**src/rtl/assert_macros.svh**
```systemverilog
// Assertion helpers used by the RTL of the quantizer.
`ifndef ASSERT_MACROS_SVH
`define ASSERT_MACROS_SVH

// Clocked check that is switched off while reset is asserted.
`define GBBQ_ASSERT(label, clk, rst_n, prop, msg) \
    label: assert property (@(posedge clk) disable iff (!rst_n) prop) else $error(msg);

// Clocked check that stays active through reset.
`define GBBQ_ASSERT_ALWAYS(label, clk, prop, msg) \
    label: assert property (@(posedge clk) prop) else $error(msg);

`endif

```
**src/rtl/gbbq_pkg.sv**
```systemverilog
`default_nettype none

package gbbq_pkg;

    // Field widths fixed by the interface.
    localparam int SAMPLE_W  = 32;
    localparam int BYTE_W    = 8;
    localparam int ROWLEN_W  = 13;
    localparam int CFG_IDX_W = 3;
    localparam int PROD_W    = 2 * SAMPLE_W;

    // Defaults for the top-level parameters.
    localparam int ADDR_BITS_DEF = 24;
    localparam int MAX_ROW_DEF   = 4096;

    // Register reset values.
    localparam logic [SAMPLE_W-1:0] GAIN_RESET = 32'h0001_0000;

    // One half in Q32.32.
    localparam logic signed [PROD_W-1:0] HALF_Q32 = 64'sh0000_0000_8000_0000;

    // Byte limits used by the clipping rule.
    localparam logic [BYTE_W-1:0] BYTE_MAX      = 8'd255;
    localparam logic [BYTE_W-1:0] BYTE_MAX_LESS = 8'd254;

    // Configuration register indexes.
    typedef enum logic [CFG_IDX_W-1:0] {
        REG_GAIN           = 3'd0,
        REG_BIAS           = 3'd1,
        REG_SRC_UNDEFINED  = 3'd2,
        REG_DST_UNDEFINED  = 3'd3,
        REG_ROW_LENGTH     = 3'd4,
        REG_DST_START      = 3'd5,
        REG_DST_COL_STRIDE = 3'd6,
        REG_DST_ROW_STRIDE = 3'd7
    } t_cfg_reg;

    // Turn a Q32.32 sum into the output byte: truncate toward zero, then
    // step away from the no-data byte or clip to the byte range.
    function automatic logic [BYTE_W-1:0] quantize_byte(
        input logic signed [PROD_W-1:0] sum,
        input logic [BYTE_W-1:0]        nd,
        input logic                     nodata
    );
        logic signed [SAMPLE_W-1:0] hi;
        logic signed [SAMPLE_W-1:0] q;
        logic                       nd_nz;
        logic [BYTE_W-1:0]          res;
        hi    = sum[PROD_W-1:SAMPLE_W];
        nd_nz = |nd;
        // Floor of a negative value with a fraction is one below truncation.
        if (sum[PROD_W-1] && (|sum[SAMPLE_W-1:0])) begin
            q = hi + 32'sd1;
        end else begin
            q = hi;
        end
        priority if (nodata) begin
            res = nd;
        end else if (q == $signed({{(SAMPLE_W-BYTE_W){1'b0}}, nd})) begin
            res = nd_nz ? (nd - 8'd1) : 8'd1;
        end else if (q[SAMPLE_W-1]) begin
            res = nd_nz ? 8'd0 : 8'd1;
        end else if (|q[SAMPLE_W-2:BYTE_W]) begin
            res = (nd == BYTE_MAX) ? BYTE_MAX_LESS : BYTE_MAX;
        end else begin
            res = q[BYTE_W-1:0];
        end
        return res;
    endfunction

endpackage

`default_nettype wire

```
**src/rtl/gain_bias_byte_quantizer.sv**
```systemverilog
// Gain/bias byte quantizer.
// Input channel: i_valid, o_stall, i_sample (signed Q16.16), i_first. A
// transaction completes at a clock edge with i_valid high and o_stall low.
// i_first restarts the destination walk at dst_start for that sample.
// Output channel: o_valid, i_stall, o_dst_address, o_byte_value, o_row_done;
// a transaction completes with o_valid high and i_stall low.
// Configuration: i_cfg_valid, o_cfg_ready, i_cfg_index, i_cfg_data. Ready is
// always high; write registers only while no sample is in flight.
// The path has three registers: the input register, the 32x32 multiply
// together with the address walk, and the add, rounding and byte clipping
// into the output register. While the receiver does not stall, one sample
// per cycle is taken and delivered; the multiplier stage sets the clock
// rate.
// When the receiver stalls with a result waiting, all three stages hold and
// o_stall rises in the same cycle; bubbles are not squeezed out.
// Synchronous reset empties the pipeline, restores the register defaults and
// resets the walk to address zero, column zero.
`default_nettype none
`include "assert_macros.svh"

module gain_bias_byte_quantizer
    import gbbq_pkg::*;
#(
    parameter int P_ADDR_BITS = ADDR_BITS_DEF,
    parameter int P_MAX_ROW   = MAX_ROW_DEF,
    localparam int CFG_W      = (P_ADDR_BITS > SAMPLE_W) ? P_ADDR_BITS : SAMPLE_W
) (
    input  wire logic                   i_clk,
    input  wire logic                   i_rst_n,
    // Sample input channel
    input  wire logic                   i_valid,
    output logic                        o_stall,
    input  wire logic [SAMPLE_W-1:0]    i_sample,
    input  wire logic                   i_first,
    // Result output channel
    output logic                        o_valid,
    input  wire logic                   i_stall,
    output logic [P_ADDR_BITS-1:0]      o_dst_address,
    output logic [BYTE_W-1:0]           o_byte_value,
    output logic                        o_row_done,
    // Configuration write channel
    input  wire logic                   i_cfg_valid,
    output logic                        o_cfg_ready,
    input  wire logic [CFG_IDX_W-1:0]   i_cfg_index,
    input  wire logic [CFG_W-1:0]       i_cfg_data
);

    localparam int CNT_W  = (P_MAX_ROW > 1) ? $clog2(P_MAX_ROW) : 1;
    localparam int LEN_W  = (ROWLEN_W > $clog2(P_MAX_ROW + 1)) ?
                            ROWLEN_W : $clog2(P_MAX_ROW + 1);
    localparam int CMP_W  = LEN_W + 1;

    // Configuration registers
    logic [SAMPLE_W-1:0]    r_gain;
    logic [SAMPLE_W-1:0]    r_bias;
    logic [SAMPLE_W-1:0]    r_src_undefined;
    logic [BYTE_W-1:0]      r_dst_undefined;
    logic [ROWLEN_W-1:0]    r_row_length;
    logic [P_ADDR_BITS-1:0] r_dst_start;
    logic [P_ADDR_BITS-1:0] r_dst_col_stride;
    logic [P_ADDR_BITS-1:0] r_dst_row_stride;

    // Walk state
    logic [CNT_W-1:0]       r_col_count;
    logic [P_ADDR_BITS-1:0] r_row_base;
    logic [P_ADDR_BITS-1:0] r_cur_address;
    logic [CNT_W-1:0]       n_col_count;
    logic [P_ADDR_BITS-1:0] n_row_base;
    logic [P_ADDR_BITS-1:0] n_cur_address;

    // Pipeline registers
    logic                       r_v1;
    logic [SAMPLE_W-1:0]        r_sample1;
    logic                       r_first1;
    logic                       r_v2;
    logic signed [PROD_W-1:0]   r_prod2;
    logic                       r_nodata2;
    logic [P_ADDR_BITS-1:0]     r_addr2;
    logic                       r_done2;
    logic                       r_v3;
    logic [P_ADDR_BITS-1:0]     r_addr3;
    logic [BYTE_W-1:0]          r_byte3;
    logic                       r_done3;

    logic                       adv;
    logic [CMP_W-1:0]           len_raw;
    logic [CMP_W-1:0]           len_eff;
    logic [P_ADDR_BITS-1:0]     walk_base;
    logic [P_ADDR_BITS-1:0]     walk_cur;
    logic [CNT_W-1:0]           walk_cnt;
    logic [CMP_W-1:0]           walk_cnt_inc;
    logic                       walk_done;
    logic signed [PROD_W-1:0]   bias_q;
    logic signed [PROD_W-1:0]   sum3;

    // The whole pipeline moves unless a finished result is held back.
    assign adv         = !r_v3 || !i_stall;
    assign o_stall     = !adv;
    assign o_cfg_ready = 1'b1;

    // Configuration writes
    always_ff @(posedge i_clk) begin
        if (!i_rst_n) begin
            r_gain           <= GAIN_RESET;
            r_bias           <= '0;
            r_src_undefined  <= '0;
            r_dst_undefined  <= '0;
            r_row_length     <= ROWLEN_W'(1);
            r_dst_start      <= '0;
            r_dst_col_stride <= P_ADDR_BITS'(1);
            r_dst_row_stride <= P_ADDR_BITS'(1);
        end else if (i_cfg_valid && o_cfg_ready) begin
            unique case (t_cfg_reg'(i_cfg_index))
                REG_GAIN:           r_gain           <= i_cfg_data[SAMPLE_W-1:0];
                REG_BIAS:           r_bias           <= i_cfg_data[SAMPLE_W-1:0];
                REG_SRC_UNDEFINED:  r_src_undefined  <= i_cfg_data[SAMPLE_W-1:0];
                REG_DST_UNDEFINED:  r_dst_undefined  <= i_cfg_data[BYTE_W-1:0];
                REG_ROW_LENGTH:     r_row_length     <= i_cfg_data[ROWLEN_W-1:0];
                REG_DST_START:      r_dst_start      <= i_cfg_data[P_ADDR_BITS-1:0];
                REG_DST_COL_STRIDE: r_dst_col_stride <= i_cfg_data[P_ADDR_BITS-1:0];
                REG_DST_ROW_STRIDE: r_dst_row_stride <= i_cfg_data[P_ADDR_BITS-1:0];
            endcase
        end
    end

    // Stage 1: input register.
    always_ff @(posedge i_clk) begin
        if (!i_rst_n) begin
            r_v1 <= 1'b0;
        end else if (adv) begin
            r_v1 <= i_valid;
        end
    end

    always_ff @(posedge i_clk) begin
        if (adv) begin
            r_sample1 <= i_sample;
            r_first1  <= i_first;
        end
    end

    // Row length in use: zero acts as one, long rows saturate.
    always_comb begin
        len_raw = CMP_W'(r_row_length);
        if (len_raw == '0) begin
            len_eff = CMP_W'(1);
        end else if (len_raw > CMP_W'(P_MAX_ROW)) begin
            len_eff = CMP_W'(P_MAX_ROW);
        end else begin
            len_eff = len_raw;
        end
    end

    // Address walk for the sample in stage 1.
    always_comb begin
        walk_base    = r_first1 ? r_dst_start : r_row_base;
        walk_cur     = r_first1 ? r_dst_start : r_cur_address;
        walk_cnt     = r_first1 ? '0 : r_col_count;
        walk_cnt_inc = CMP_W'(walk_cnt) + CMP_W'(1);
        walk_done    = walk_cnt_inc >= len_eff;
        if (walk_done) begin
            n_row_base    = walk_base + r_dst_row_stride;
            n_cur_address = n_row_base;
            n_col_count   = '0;
        end else begin
            n_row_base    = walk_base;
            n_cur_address = walk_cur + r_dst_col_stride;
            n_col_count   = CNT_W'(walk_cnt_inc);
        end
    end

    always_ff @(posedge i_clk) begin
        if (!i_rst_n) begin
            r_col_count   <= '0;
            r_row_base    <= '0;
            r_cur_address <= '0;
        end else if (adv && r_v1) begin
            r_col_count   <= n_col_count;
            r_row_base    <= n_row_base;
            r_cur_address <= n_cur_address;
        end
    end

    // Stage 2: exact Q32.32 product, no-data match and address.
    always_ff @(posedge i_clk) begin
        if (!i_rst_n) begin
            r_v2 <= 1'b0;
        end else if (adv) begin
            r_v2 <= r_v1;
        end
    end

    always_ff @(posedge i_clk) begin
        if (adv) begin
            r_prod2   <= $signed(r_sample1) * $signed(r_gain);
            r_nodata2 <= (r_sample1 == r_src_undefined);
            r_addr2   <= walk_cur;
            r_done2   <= walk_done;
        end
    end

    // Stage 3: add bias and one half, round toward zero, clip to a byte.
    assign bias_q = {{(PROD_W-SAMPLE_W-16){r_bias[SAMPLE_W-1]}}, r_bias, 16'd0};
    assign sum3   = r_prod2 + bias_q + HALF_Q32;

    always_ff @(posedge i_clk) begin
        if (!i_rst_n) begin
            r_v3 <= 1'b0;
        end else if (adv) begin
            r_v3 <= r_v2;
        end
    end

    always_ff @(posedge i_clk) begin
        if (adv) begin
            r_addr3 <= r_addr2;
            r_byte3 <= quantize_byte(sum3, r_dst_undefined, r_nodata2);
            r_done3 <= r_done2;
        end
    end

    assign o_valid       = r_v3;
    assign o_dst_address = r_addr3;
    assign o_byte_value  = r_byte3;
    assign o_row_done    = r_done3;

    // Checks on the pipeline and the byte mapping.
    `GBBQ_ASSERT_ALWAYS(a_reset_empties, i_clk, !i_rst_n |=> !o_valid, "result valid after reset")
    `GBBQ_ASSERT(a_accept_loads, i_clk, i_rst_n, (i_valid && !o_stall) |=> r_v1, "accepted sample lost")
    `GBBQ_ASSERT(a_nodata_byte, i_clk, i_rst_n, (r_v2 && r_nodata2 && adv) |=> (o_byte_value == r_dst_undefined), "missing sample not mapped to no-data byte")
    `GBBQ_ASSERT(a_avoid_nodata, i_clk, i_rst_n, (r_v2 && !r_nodata2 && adv) |=> (o_byte_value != r_dst_undefined), "valid sample produced the no-data byte")

endmodule

`default_nettype wire

```
**config.mk**
```make
export PLATFORM = sky130hd
export DESIGN_NAME = gain_bias_byte_quantizer
export DESIGN_NICKNAME = d
export VERILOG_FILES = /design/src/rtl/gbbq_pkg.sv /design/src/rtl/gain_bias_byte_quantizer.sv
export VERILOG_INCLUDE_DIRS = /design/src /design/src/rtl
export SDC_FILE = /design/constraint.sdc
export NUM_CORES = 2
export LEC_CHECK = 0
export BUFFER_PORTS_ARGS = -buffer_cell sky130_fd_sc_hd__buf_2
export CAP_MARGIN = 20
export CELL_PAD_IN_SITES_DETAIL_PLACEMENT = 0
export CELL_PAD_IN_SITES_GLOBAL_PLACEMENT = 2
export CORE_UTILIZATION = 46
export CTS_CLUSTER_DIAMETER = 40
export DETAILED_ROUTE_END_ITERATION = 6
export PLACE_DENSITY_LB_ADDON = 0.2
export SETUP_SLACK_MARGIN = 0.1
export SYNTH_ARGS = -nofsm -noshare
export SYNTH_HDL_FRONTEND = slang
export SYNTH_SLANG_ARGS = --single-unit
```
**constraint.sdc**
```tcl
create_clock -name i_clk -period 14.2 [get_ports i_clk]
set_input_delay 0 -clock i_clk [delete_from_list [all_inputs] [get_ports i_clk]]
set_output_delay 0 -clock i_clk [all_outputs]
set_load 0.01 [all_outputs]
```
==> impl_metrics.tcl <==
set metrics [dict create \
    htree_levels 2 \
    required_ns 14.61 \
    drive_gt1_frac 0.0571 \
    fin_crit_sh 0.660 \
    postSynthCellCount 6373 \
    fin_crit_ns 9.38 \
    synth_warnings 0 \
    synth_nets 7872 \
    grt_max_degree 96 \
    async_flop_share 0 \
    fmax_mhz 107 \
    yosys.area.top_type "fa_1" \
    first_pass_iters 5 \
    start_util 0.465 \
    overflow 0 \
    worstPathArrival_ns 9.79 \
    ys_types 100 \
    reg2reg_slack_ns 4.82 \
    dieArea_sq_um 129000 \
    timing.rr.start "r_sample1[16]" \
    io_buffers 107 \
    seq_area_frac_synth 0.166 \
    finalHoldWorstSlack_ns 0.0512 \
    cp-startpoint "r_sample1[16]" \
    fin_area_sq_um 63400 \
    gp_congestion 0.866 \
    grt_pass1_vias 44861 \
    wl_microns 171000 \
    slew_violations 0 \
    hold_viol_final 0 \
    rsz0062_at_grt "false" \
    outcome "finished clean" \
    endpoint_kind "flip-flop" \
    antenna_left 0 \
    vdd_drop_max_mv 0.0939 \
    start_kind "flip-flop" \
    r2r_cells 32 \
    finalSetupViolCount 0 \
    ys_top_cells_by_area "fa_1, dfxtp_1, edfxtp_1, ha_1, inv_1" \
    postLayoutCoreUtil 0.503 \
    slowest_stage "fa_1" \
    critPathMaxFanout 33 \
    worstSetupEndpoint "r_prod2[62]" \
    rows 130 \
    yosysTopAreaCellShare 0.370 \
    power_density_nw_per_um2 92.9 \
    grt_util_all_layers 0.270 \
    grt_pass1_wl_microns 269000 \
    coreArea_sq_um 126000 \
    cts.sinks 408 \
    synth-edff-count 156 \
    cap_violations 0 \
    ys_ff_latch 408 \
    drc 0 \
    dp_cells 7875 \
    clockBufferDepth 3 \
    finalClockSkew_ns 0.0519 \
    routed_via_density 5.33 \
    die_w_microns 359 \
    cts_setup_buffers 0 \
    first_iter_violations 3024 \
    synthFlopType "dfxtp_1" \
    cp_slowest_stage_delay_ns 0.58 \
    area_growth_pct 8.20 \
    maxSlewHeadroom 0.308 \
    instances_no_fill 8061 \
    fin_tns_setup_ns 0 \
    r2r_end "r_prod2[62]" \
    vias 42945 \
    numCtsBuffers 60 \
    hold_path.class "input port to flip-flop" \
    critical_path.most_common_cell "fa_1" \
    p_leak_nw 29.9 \
    die_y_microns 359 \
    place_hpwl_microns 129000 \
    fin_nets 7858 \
    io_pins 109 \
    worstMarginPinSlew_ns 1.04 \
    insertion_delay_ns 0.66 \
    critical_path_class "flip-flop to flip-flop" \
    antenna_found_initial 2 \
    cts_tree "yes" \
    clkSlewWorstSetupHoldPaths_ns 0.07 \
    cts_root_buf "clkbuf_16" \
    place_area_sq_um 60600 \
    syn_area_sq_um 58600 \
    wl_per_cell_microns 21.3 \
    avgSynthCellArea_sq_um 9.20 \
]
[worst min-delay path by stage]
stage | start | to | slack (ns) | cells past startpoint
floorplan | i_first | r_first1 | 0.1 | 0
global placement | i_sample[28] | r_sample1[28] | 0.18 | 1
detailed placement | i_sample[25] | r_sample1[25] | 0.18 | 1
CTS | i_sample[19] | r_sample1[19] | 0.01 | 2
global route | i_first | r_first1 | 0.03 | 2
finish | i_first | r_first1 | 0.05 | 2
[cells by family (layout without fill, tap and decap cells)]
| group | after synthesis | in the layout | share of synthesized area |
|---|---|---|---|
| AOI/OAI and AO/OA | 893 | 893 | 0.101 |
| adders and majority gates | 1426 | 1426 | 0.443 |
| buffers and inverters | 1391 | 1428 | 0.0901 |
| DFF | 408 | 408 | 0.166 |
| muxes | 15 | 15 | 0.00265 |
| other | 1 | 2 | 0.0000639 |
| xor gates and xnor gates | 191 | 191 | 0.0294 |
| and+or+nand+nor | 2048 | 2048 | 0.167 |
[metrics by stage]
stage	setup slack (ns)	total power (W)
2_1_floorplan	6.13	0.00353
3_3_place_gp	4.82	0.00432
3_5_place_dp	4.79	0.00434
4_1_cts	4.82	0.00593
5_1_grt	4.43	0.00633
6_report	4.82	0.00589
[layout by cell type (no fill, tap or decap), types with 76 or more instances in the layout]
cell type and count:
a21o_1 76, nor2_1 143, edfxtp_1 156, buf_2 106
a21boi_0 206, fa_1 1085, buf_4 80, xor2_1 83
nand2_1 1035, ha_1 341, xnor2_1 104, and2_1 535
dfxtp_1 252, inv_1 1054, o21ai_0 172, a21oi_1 218
[synth_stat cells (11+ instances only)]
| library cell | n |
|---|---|
| o21bai_1 | 18 |
| a31oi_1 | 22 |
| a21boi_0 | 206 |
| nand4_1 | 31 |
| a211oi_1 | 14 |
| mux2i_1 | 11 |
| ha_1 | 341 |
| o21ai_1 | 11 |
| inv_1 | 1054 |
| or2_2 | 11 |
| and2_1 | 536 |
| dfxtp_1 | 252 |
| nand2b_1 | 37 |
| nor4_1 | 20 |
| a21oi_1 | 219 |
| o211ai_1 | 18 |
| and3_1 | 20 |
| o21ai_0 | 172 |
| nand2_1 | 1038 |
| nand3_1 | 73 |
| fa_1 | 1085 |
| edfxtp_1 | 156 |
| o21a_1 | 17 |
| xor2_1 | 83 |
| xnor2_1 | 104 |
| nor2b_1 | 28 |
| nor3_1 | 44 |
| nor2_1 | 148 |
| clkbuf_1 | 305 |
| or3_1 | 14 |
| a21o_1 | 76 |
[registers in the layout, indices dropped and copies added, names as in the netlist, 32 cells and up]
register	cells
r_bias	32
r_gain	32
r_src_undefined	32
r_sample1	32
r_prod2	64
[timing repair]
action                    CTS  global route
hold endpoints to repair  255             0
hold buffers               72             0
resized for setup           0             0
[critical path: cells and delay by family (launching register included)]
| kind | cells | cell delay, ns |
|---|---|---|
| AND/OR/NAND/NOR | 5 | 0.89 |
| flip-flops | 1 | 0.32 |
| buffers and inverters | 6 | 0.71 |
| adder cells (fa/ha/maj) | 9 | 4.37 |
| AO/OA/AOI/OAI | 11 | 2.73 |
| XOR/XNOR | 1 | 0.12 |
[layer usage]
| layer | track usage | wire length, microns | vias to the layer above |
|---|---|---|---|
| met3 | 0.0299 | 8420 | 166 |
| met5 | 0 | 0 | - |
| met2 | 0.436 | 79300 | 1027 |
| li1 | - | - | 19827 |
| met4 | 0.0592 | 3650 | 0 |
| met1 | 0.392 | 80000 | 21925 |
[power by group]
part           switching (W)  total, W  internal, W
Combinational        0.00176   0.00287      0.00111
Sequential         0.0000633   0.00147      0.00141
Clock               0.000641   0.00155     0.000912
Total                0.00247   0.00589      0.00343
[layout make-up]
class / instances / area [sq um]
Tap cell: 1650 / 2060
Sequential cell: 408 / 9730
Multi-Input combinational cell: 4574 / 43700
Timing Repair Buffer: 259 / 1860
Clock inverter: 46 / 517
Antenna cell: 1 / 2.50
Inverter: 1056 / 3970
Fill cell: 11877 / 62600
Clock buffer: 67 / 1600
Note: power is estimated with default switching activity, not from simulation.
